[config.mk]
export PLATFORM = sky130hd
export DESIGN_NAME = bpe_ctrl
export DESIGN_NICKNAME = d
export VERILOG_FILES = /design/src/sv/bpe_pkg.sv /design/src/sv/bpe_ctrl.sv
export SDC_FILE = /design/constraint.sdc
export NUM_CORES = 1
export LEC_CHECK = 0
export BUFFER_PORTS_ARGS = -buffer_cell sky130_fd_sc_hd__buf_2
export CAP_MARGIN = 40
export CORE_MARGIN = 4
export CORE_UTILIZATION = 50
export CTS_CLUSTER_SIZE = 28
export DETAILED_ROUTE_END_ITERATION = 10
export PLACE_DENSITY_LB_ADDON = 0.05
export SETUP_SLACK_MARGIN = 0.4
export SYNTH_ARGS = -nofsm -noshare
export SYNTH_HDL_FRONTEND = slang
export SYNTH_SLANG_ARGS = --single-unit
[constraint.sdc]
create_clock -name aclk -period 4.4 [get_ports aclk]
set_clock_uncertainty 0.05 [all_clocks]
set_input_delay 0.44 -clock aclk [delete_from_list [all_inputs] [get_ports aclk]]
set_output_delay 0.44 -clock aclk [all_outputs]
set_load 0.02 [all_outputs]
[src/sv/bpe_pkg.sv]
package bpe_pkg;

    // IEEE binary64 constants used by the energy expression
    localparam logic [63:0] C_0P07     = 64'h3FB1_EB85_1EB8_51EC;
    localparam logic [63:0] C_1P07     = 64'h3FF1_1EB8_51EB_851F;
    localparam logic [63:0] C_0P12     = 64'h3FBE_B851_EB85_1EB8;
    localparam logic [63:0] C_1P12     = 64'h3FF1_EB85_1EB8_51EC;
    localparam logic [63:0] C_MINUS2   = 64'hC000_0000_0000_0000;
    localparam logic [63:0] C_POS_ZERO = 64'h0000_0000_0000_0000;

    localparam int unsigned STEP_W = 5;
    localparam logic [STEP_W-1:0] STEP_FIRST = 5'd0;
    localparam logic [STEP_W-1:0] STEP_TOTAL = 5'd17;

    typedef enum logic [1:0] {
        FOP_ADD,
        FOP_MUL,
        FOP_DIV
    } fop_t;

    // operand and destination selectors of the datapath
    typedef enum logic [3:0] {
        OPD_R,
        OPD_S,
        OPD_EPS,
        OPD_Q,
        OPD_X,
        OPD_Y,
        OPD_A,
        OPD_E,
        OPD_SUM,
        OPD_T,
        OPD_C007,
        OPD_C107,
        OPD_C012,
        OPD_C112,
        OPD_CM2,
        OPD_ZERO
    } opnd_t;

    typedef struct packed {
        fop_t  op;
        opnd_t src_a;
        opnd_t src_b;
        opnd_t dst;
    } uop_t;

    typedef struct packed {
        logic load_in;
        logic load_e_stored;
        logic load_e_zero;
        logic fpu_start;
        uop_t uop;
        logic commit;
    } dp_cmd_t;

    typedef struct packed {
        logic fpu_done;
        logic recalc;
        logic skip;
    } dp_status_t;

    typedef enum logic [2:0] {
        CT_IDLE,
        CT_CHECK,
        CT_ISSUE,
        CT_WAIT,
        CT_OUT
    } ctrl_state_t;

    typedef enum logic [2:0] {
        F_IDLE,
        F_ADD,
        F_MUL,
        F_PRENORM,
        F_DIV,
        F_NORM
    } fpu_state_t;

    // operation sequence for one recomputed pair, then the running total
    function automatic uop_t ucode(input logic [STEP_W-1:0] step);
        uop_t u;
        case (step)
            5'd0:  u = '{FOP_DIV, OPD_R,    OPD_S,    OPD_Q};
            5'd1:  u = '{FOP_ADD, OPD_Q,    OPD_C007, OPD_X};
            5'd2:  u = '{FOP_DIV, OPD_C107, OPD_X,    OPD_A};
            5'd3:  u = '{FOP_MUL, OPD_A,    OPD_A,    OPD_X};
            5'd4:  u = '{FOP_MUL, OPD_X,    OPD_A,    OPD_Y};
            5'd5:  u = '{FOP_MUL, OPD_Y,    OPD_Y,    OPD_Y};
            5'd6:  u = '{FOP_MUL, OPD_Y,    OPD_A,    OPD_A};
            5'd7:  u = '{FOP_MUL, OPD_Q,    OPD_Q,    OPD_X};
            5'd8:  u = '{FOP_MUL, OPD_X,    OPD_Q,    OPD_Y};
            5'd9:  u = '{FOP_MUL, OPD_Y,    OPD_Y,    OPD_Y};
            5'd10: u = '{FOP_MUL, OPD_Y,    OPD_Q,    OPD_Q};
            5'd11: u = '{FOP_ADD, OPD_Q,    OPD_C012, OPD_X};
            5'd12: u = '{FOP_DIV, OPD_C112, OPD_X,    OPD_X};
            5'd13: u = '{FOP_ADD, OPD_X,    OPD_CM2,  OPD_X};
            5'd14: u = '{FOP_MUL, OPD_EPS,  OPD_A,    OPD_Y};
            5'd15: u = '{FOP_MUL, OPD_Y,    OPD_X,    OPD_Y};
            5'd16: u = '{FOP_ADD, OPD_ZERO, OPD_Y,    OPD_E};
            default: u = '{FOP_ADD, OPD_SUM, OPD_E,   OPD_T};
        endcase
        return u;
    endfunction

endpackage

[src/sv/bpe_ctrl.sv]
module bpe_ctrl import bpe_pkg::*; (
    input  logic       aclk,
    input  logic       aresetn,
    input  logic       in_valid,
    input  logic       out_free,
    input  dp_status_t status,
    output logic       in_ready,
    output dp_cmd_t    cmd
);

    ctrl_state_t st_reg, st_next;
    logic [STEP_W-1:0] step_reg, step_next;

    // next state
    always_comb begin
        st_next = st_reg;
        step_next = step_reg;
        case (st_reg)
            CT_IDLE: if (in_valid) st_next = CT_CHECK;
            CT_CHECK: begin
                st_next = CT_ISSUE;
                step_next = (status.recalc && !status.skip) ? STEP_FIRST : STEP_TOTAL;
            end
            CT_ISSUE: st_next = CT_WAIT;
            CT_WAIT: begin
                if (status.fpu_done) begin
                    if (step_reg == STEP_TOTAL) begin
                        st_next = CT_OUT;
                    end else begin
                        st_next = CT_ISSUE;
                        step_next = step_reg + 1'b1;
                    end
                end
            end
            CT_OUT: if (out_free) st_next = CT_IDLE;
            default: st_next = CT_IDLE;
        endcase
    end

    // outputs
    always_comb begin
        cmd = '0;
        cmd.uop = ucode(step_reg);
        in_ready = 1'b0;
        case (st_reg)
            CT_IDLE: begin
                in_ready = 1'b1;
                cmd.load_in = in_valid;
            end
            CT_CHECK: begin
                cmd.load_e_stored = ~status.recalc;
                cmd.load_e_zero = status.recalc & status.skip;
            end
            CT_ISSUE: cmd.fpu_start = 1'b1;
            CT_OUT: cmd.commit = out_free;
            default: cmd.commit = 1'b0;
        endcase
    end

    always_ff @(posedge aclk) begin
        if (!aresetn) begin
            st_reg <= CT_IDLE;
            step_reg <= STEP_FIRST;
        end else begin
            st_reg <= st_next;
            step_reg <= step_next;
        end
    end

endmodule

==> qor.csv, run 1 <==
stage,metric,value,unit
clocking,cts_hold_buf,0,
route,ant_nets,0,
clocking,clkSinkCount,22,
clocking,cts_buffers,3,
setup_path,r2r_setup_slack,1.22,ns
setup_path,cp.arrival,3.36,ns
yosys,yosysWarnings,0,
clocking,cts_setup_buffers,0,
hold_path,worstHoldPathCells,3,
route,wire_per_inst,13.9,um
route,dr.pass1.iters,4,
floorplan,start_util,51.9,%
final_layout,final_cell_area,1550,um^2
power_and_ir_drop,power.internal,358,uW
place,gp_congestion,0.895,
clocking,cts_tree,built,
setup_path,worstReg2RegStart,st_reg[1]$_SDFFE_PN0P_,
power_and_ir_drop,p_clk_share,30.5,%
floorplan,core_area,2730,um^2
sta,tns,0,ns
place,port_buffers,26,
sta,fmax,0.315,GHz
route,drt-total-wl,3070,um
global_routing,grt_overflow_total,0,
sta,fin_crit_sh,72.2,%
route,num_vias,1272,
final_layout,largest_reg_flops,14,
run_status,status,finished clean,
setup_path,cp-end-kind,flop,
yosys,seq_area_frac_synth,31.1,%
yosys,netlist_area,1420,um^2
route,drcViolationCount,0,
clocking,clock_latency,0.31,ns
sta,worst_pin_slew,0.650,ns
yosys,synthDistinctLibCells,50,
global_routing,grt_start_max_net_pins,21,
yosys,post-synth-top-count-cell,dfxtp_1,
final_layout,area_growth,9.44,%
final_layout,nNetsFinal,207,
yosys,synthTopCellsByArea,"dfxtp_1 31%, ha_1 8.8%, nand2_1 4.2%, nor3_1 3.5%, inv_1 3.4%",
clocking,cts.clk_slew.worst_paths,0.13,ns
route,drt_iter0_drc,80,
floorplan,die_h,61.2,um
power_and_ir_drop,share_comb_of_total_power,23.8,%
global_routing,grt_pass1_wl,5040,um
clocking,htreeDepth,1,
yosys,yosys.area.top_type_share,31.1,%
hold_path,holdCritStartpoint,in_valid,
floorplan,die_w,61.2,um
yosys,synth_nets,189,
yosys,synth_common_cells,"22 x dfxtp_1, 16 x nand2_1, 13 x inv_1",
global_routing,grt_pass1_vias,1102,
place,hpwl,2250,um
clocking,clockRootBuffer,clkbuf_4,
power_and_ir_drop,ir_drop,292,uV
sta,fin_crit,3.18,ns
setup_path,critPathKind,reg -> reg,
power_and_ir_drop,power_leakage,0.707,nW
final_layout,drive_above_1_share,18.0,%
final_layout,antenna_cells,0,
setup_path,path_max_fanout,20,
route,viasPerCell,5.78,
yosys,synth_edf_count,0,
sta,hold_viol,0,
power_and_ir_drop,finalPower,510,uW
floorplan,io_pins,27,
yosys,synth_seq_cells,22,
sta,rsz0062_at_grt,no,
sta,slew_viol_final,0,
yosys,synth_area_leader_cell,dfxtp_1,
power_and_ir_drop,netSwitchingFraction,29.8,%
power_and_ir_drop,p_per_area,328,nW/um^2
hold_path,hold_path.class,in -> reg,
global_routing,antenna_found_initial,0,
yosys,yosys_most_used_dff,dfxtp_1,
setup_path,crit_required,4.58,ns
yosys,syn_inst,172,
setup_path,cp-start-kind,flop,
clocking,cts_buffer_depth,2,
sta,timing.slew.headroom,56.5,%
clocking,cts.repair.resized,0,
power_and_ir_drop,p_seq_share,45.7,%
global_routing,track_usage,17.4,%
floorplan,row_count,19,
place,place_area,1500,um^2
floorplan,die-area,3750,um^2
sta,setup-violations-final,0,
power_and_ir_drop,power_switching,152,uW
setup_path,reg2reg_depth,7,
job,drv_cap,0,
setup_path,r2r_end,cmd[9]$_DFF_P_,
yosys,postSynthAreaPerCell,8.24,um^2
yosys,async_flop_share,0,%
hold_path,min_to,st_reg[0]$_SDFFE_PN0P_,
-- layer usage --
| layer | global-route usage [%] | routed length [um] |
|---|---|---|
| met1 | 24.7 | 1470 |
| met4 | 4.33 | 24 |
| met3 | 4.40 | 236 |
| met5 | 0 | 0 |
| met2 | 26.4 | 1330 |
-- worst max-delay path by stage --
stage                              from             end  cells after the start
4_1_cts          st_reg[1]$_SDFFE_PN0P_  cmd[9]$_DFF_P_                      7
3_3_place_gp     st_reg[1]$_SDFFE_PN0P_  cmd[6]$_DFF_P_                      7
2_1_floorplan  step_reg[3]$_SDFFE_PN0N_  cmd[6]$_DFF_P_                     10
5_1_grt          st_reg[1]$_SDFFE_PN0P_  cmd[9]$_DFF_P_                      7
3_5_place_dp     st_reg[1]$_SDFFE_PN0P_  cmd[9]$_DFF_P_                      7
6_report         st_reg[1]$_SDFFE_PN0P_  cmd[9]$_DFF_P_                      7
-- final cells by class --
| cell class | instances | area (um^2) |
|---|---|---|
| clock inverter | 1 | 30.0 |
| sequential | 22 | 440 |
| fill | 246 | 1180 |
| timing repair buffer | 26 | 130 |
| clock buffer | 3 | 22.5 |
| multi-input combinational | 123 | 832 |
| inverter | 14 | 57.6 |
| tap | 31 | 38.8 |
-- critical path: stages (launching register included) --
cell,delay (ns)
dfxtp_1,0.74
nor4bb_1,0.42
a2111oi_0,0.16
nor2_1,0.54
inv_1,0.36
nor2_1,0.42
o22ai_1,0.13
a211oi_1,0.27
-- kinds of logic after synthesis --
kind of cell	count (synthesis)	synth area share [%]
xor gates and xnor gates	3	1.85
AOI/OAI and AO/OA	41	20.9
adders and majority gates	10	8.83
DFF	22	31.1
and+or+nand+nor	66	25.0
buffers and inverters	27	10.2
muxes	3	2.12
-- metrics by stage --
stage	std cells	hold WS (ns)	setup WS (ns)	utilization (%)
after floorplan	172	0.533	2.01	-
after global placement	216	0.596	1.49	54.8
after detailed placement	216	0.604	1.34	54.8
after CTS	220	0.374	1.30	56.8
after global routing	220	0.390	0.863	56.8
final	220	0.381	1.22	56.8
-- power groups by stage --
stage | combinational, mW | clock, mW | sequential (mW)
floorplan | 0.0730 | 0 | 0.253
global placement | 0.120 | 0 | 0.237
detailed placement | 0.121 | 0 | 0.238
CTS | 0.121 | 0.159 | 0.233
global route | 0.133 | 0.168 | 0.236
finish | 0.121 | 0.155 | 0.233
-- cells in the final DEF (no fill, tap or decap), types with 7 or more instances in the layout --
cell type / Yosys / routed
nor2_1: 10 / 10
buf_2: 3 / 26
dfxtp_1: 22 / 22
nor3_1: 10 / 10
nand2_1: 16 / 16
nand3_1: 7 / 7
ha_1: 10 / 10
inv_1: 13 / 13
o21ai_0: 9 / 9
Power figures use the tool's default switching activity.
==> run 2: changes to the inputs <==
- clock period: 4.4 -> 3 ns (I/O delays scaled with it)
==> run 2 against run 1 <==
  * Sequential share of layout area decreased by 1.9 points
  * Critical endpoint is now cmd[6]$_DFF_P_
  * Clock power increased by 48%
  * Critical path depth increased by 4
  * Highest routed layer unchanged
  * Total power increased by 52%
  * Worst setup slack got worse by 0.79 ns
  * Clock-buffer cell count unchanged
==> qor.csv, run 2 (synthesis results as in run 1) <==
stage,metric,value,unit,change
route,drt-total-wl,3420,um,was 3070 um
setup_path,r2r_setup_slack,0.44,ns,was 1.22 ns
clocking,cts_hold_buf,0,,unchanged
floorplan,core_area,2730,um^2,unchanged
final_layout,largest_reg_flops,14,,unchanged
final_layout,final.fill_count,249,,was 246
global_routing,antenna_found_initial,0,,unchanged
place,place_area,1540,um^2,was 1500 um^2
place,port_buffers,26,,unchanged
setup_path,path_max_fanout,8,,was 20
floorplan,die-area,3750,um^2,unchanged
setup_path,cpMaxStageDelayCell,dfxtp_2,,was dfxtp_1
sta,tns,0,ns,unchanged
power_and_ir_drop,p_per_area,462,nW/um^2,was 328 nW/um^2
final_layout,final_cell_area,1680,um^2,was 1550 um^2
final_layout,final_cell_mix,"26 x buf_2, 19 x dfxtp_1, 13 x nand2_1",,"was 26 x buf_2, 22 x dfxtp_1, 16 x nand2_1"
final_layout,nNetsFinal,217,,was 207
setup_path,crit_required,3.16,ns,was 4.58 ns
setup_path,r2r_end,cmd[6]$_DFF_P_,,was cmd[9]$_DFF_P_
sta,timing.slew.headroom,64.8,%,was 56.5%
setup_path,worstReg2RegStart,step_reg[1]$_SDFFE_PN0N_,,was st_reg[1]$_SDFFE_PN0P_
final_layout,antenna_cells,0,,unchanged
setup_path,slowest_delay,0.37,ns,was 0.74 ns
clocking,cts_tree,built,,unchanged
sta,fin_crit,2.56,ns,was 3.18 ns
sta,fin_ws,0.439,ns,was 1.22 ns
power_and_ir_drop,ir_drop,313,uV,was 292 uV
route,drcViolationCount,0,,unchanged
floorplan,row_count,19,,unchanged
sta,hold_viol,0,,unchanged
route,num_vias,1340,,was 1272
setup_path,cp_cell_sequence,inv_2 -> ha_1 -> nand4bb_1 -> o211a_1 -> o22a_1 -> nand2_4 -> ha_2 -> inv_1 -> mux2i_1 -> or3_1 -> o311a_1,,was nor4bb_1 -> a2111oi_0 -> nor2_1 -> inv_1 -> nor2_1 -> o22ai_1 -> a211oi_1
clocking,cts_buffers,3,,unchanged
setup_path,cp.depth,11,,was 7
sta,rsz0062_at_grt,no,,unchanged
setup_path,reg2reg_depth,11,,was 7
hold_path,holdCritStartpoint,in_valid,,unchanged
clocking,clkSinkCount,22,,unchanged
global_routing,grt_pass1_wl,5270,um,was 5040 um
hold_path,worstHoldPathCells,3,,unchanged
setup_path,critPathKind,reg -> reg,,unchanged
clocking,htreeDepth,1,,unchanged
setup_path,cp-start-kind,flop,,unchanged
route,dr.pass1.iters,4,,unchanged
route,wire_per_inst,14.9,um,was 13.9 um
place,gp_congestion,0.858,,was 0.895
route,viasPerCell,5.83,,was 5.78
clocking,cts.clk_slew.worst_paths,0.13,ns,about the same
clocking,clock_latency,0.32,ns,was 0.31 ns
sta,fmax,0.390,GHz,was 0.315 GHz
job,drv_cap,0,,unchanged
final_layout,final_util,61.3,%,was 56.8%
setup_path,cp-end-kind,flop,,unchanged
route,drt_iter0_drc,79,,was 80
floorplan,io_pins,27,,unchanged
sta,setup-violations-final,0,,unchanged
run_status,status,finished clean,,unchanged
hold_path,min_to,st_reg[0]$_SDFFE_PN0P_,,unchanged
floorplan,start_util,51.9,%,unchanged
final_layout,final_common_cell,buf_2,,unchanged
clocking,clockRootBuffer,clkbuf_4,,unchanged
global_routing,grt_overflow_total,0,,unchanged
place,pre_cts_ws,0.258,ns,was 1.34 ns
hold_path,hold_path.class,in -> reg,,unchanged
global_routing,track_usage,18.9,%,was 17.4%
global_routing,grt_start_max_net_pins,15,,was 21
floorplan,die_w,61.2,um,unchanged
setup_path,cp_top_family,compound AO/OA/AOI/OAI gates,,was simple AND/OR/NAND/NOR gates
final_layout,seqCellArea,444,um^2,was 440 um^2
final_layout,area_growth,18.3,%,was 9.44%
place,hpwl,2460,um,was 2250 um
clocking,cts_buffer_depth,2,,unchanged
floorplan,die_h,61.2,um,unchanged
sta,slew_viol_final,0,,unchanged
route,ant_nets,0,,unchanged
sta,worst_pin_slew,0.529,ns,was 0.650 ns
final_layout,drive_above_1_share,28.1,%,was 18.0%
power_and_ir_drop,power_leakage,0.768,nW,was 0.707 nW
global_routing,grt_pass1_vias,1140,,was 1102
sta,fin_crit_sh,85.4,%,was 72.2%
final_layout,multiInputGateArea,878,um^2,was 832 um^2
setup_path,path_buf_inv,2,,was 1
setup_path,crit_start,step_reg[1]$_SDFFE_PN0N_,,was st_reg[1]$_SDFFE_PN0P_
setup_path,cp.arrival,2.72,ns,was 3.36 ns
[run 2: how the worst max path moves through the flow]
stage               slack, ns              to
CTS                      0.41  cmd[6]$_DFF_P_
floorplan                0.61  cmd[6]$_DFF_P_
detailed placement       0.26  cmd[6]$_DFF_P_
global route             0.32  cmd[9]$_DFF_P_
global placement         0.32  cmd[6]$_DFF_P_
finish                   0.44  cmd[6]$_DFF_P_
[run 2: stage by stage]
stage	cells	total power [mW]	hold slack, ns
after floorplan	172	0.478	0.442
after global placement	221	0.530	0.553
after detailed placement	221	0.533	0.565
after CTS	225	0.763	0.230
after global routing	230	0.818	0.249
final	230	0.775	0.234
[run 2: layout make-up]
| class | count | area share [%] |
|---|---|---|
| multi-input combinational | 123 | 52.4 |
| timing repair buffer | 36 | 12.2 |
| clock inverter | 1 | 1.79 |
| clock buffer | 3 | 1.34 |
| tap | 31 | 2.31 |
| sequential | 22 | 26.5 |
| inverter | 14 | 3.43 |
[run 2: metal layers]
metal	vias up	wire length (um)	global-route usage (%)
li1	668	-	-
met1	610	1520	26.5
met2	54	1530	28.7
met3	8	314	5.24
met4	0	50	4.95
met5	-	0	0
[run 2: worst register-to-register path: stages, from the launching register on]
cell	delay, ns
dfxtp_2	0.37
inv_2	0.08
ha_1	0.16
nand4bb_1	0.16
o211a_1	0.32
o22a_1	0.28
nand2_4	0.12
ha_2	0.30
inv_1	0.09
mux2i_1	0.07
or3_1	0.32
o311a_1	0.13
[run 2: repair_timing]
action                                  4_1_cts  5_1_grt
pin swaps                                     0        5
buffers inserted                              0        5
resized for setup                             3       12
endpoints found under the setup margin        3       11
[run 2: power breakdown]
part           switching (mW)  leakage, nW  internal [mW]  total (mW)
registers              0.0172        0.182          0.323       0.340
clock network          0.0939       0.0279          0.135       0.229
logic                   0.125        0.558         0.0813       0.206
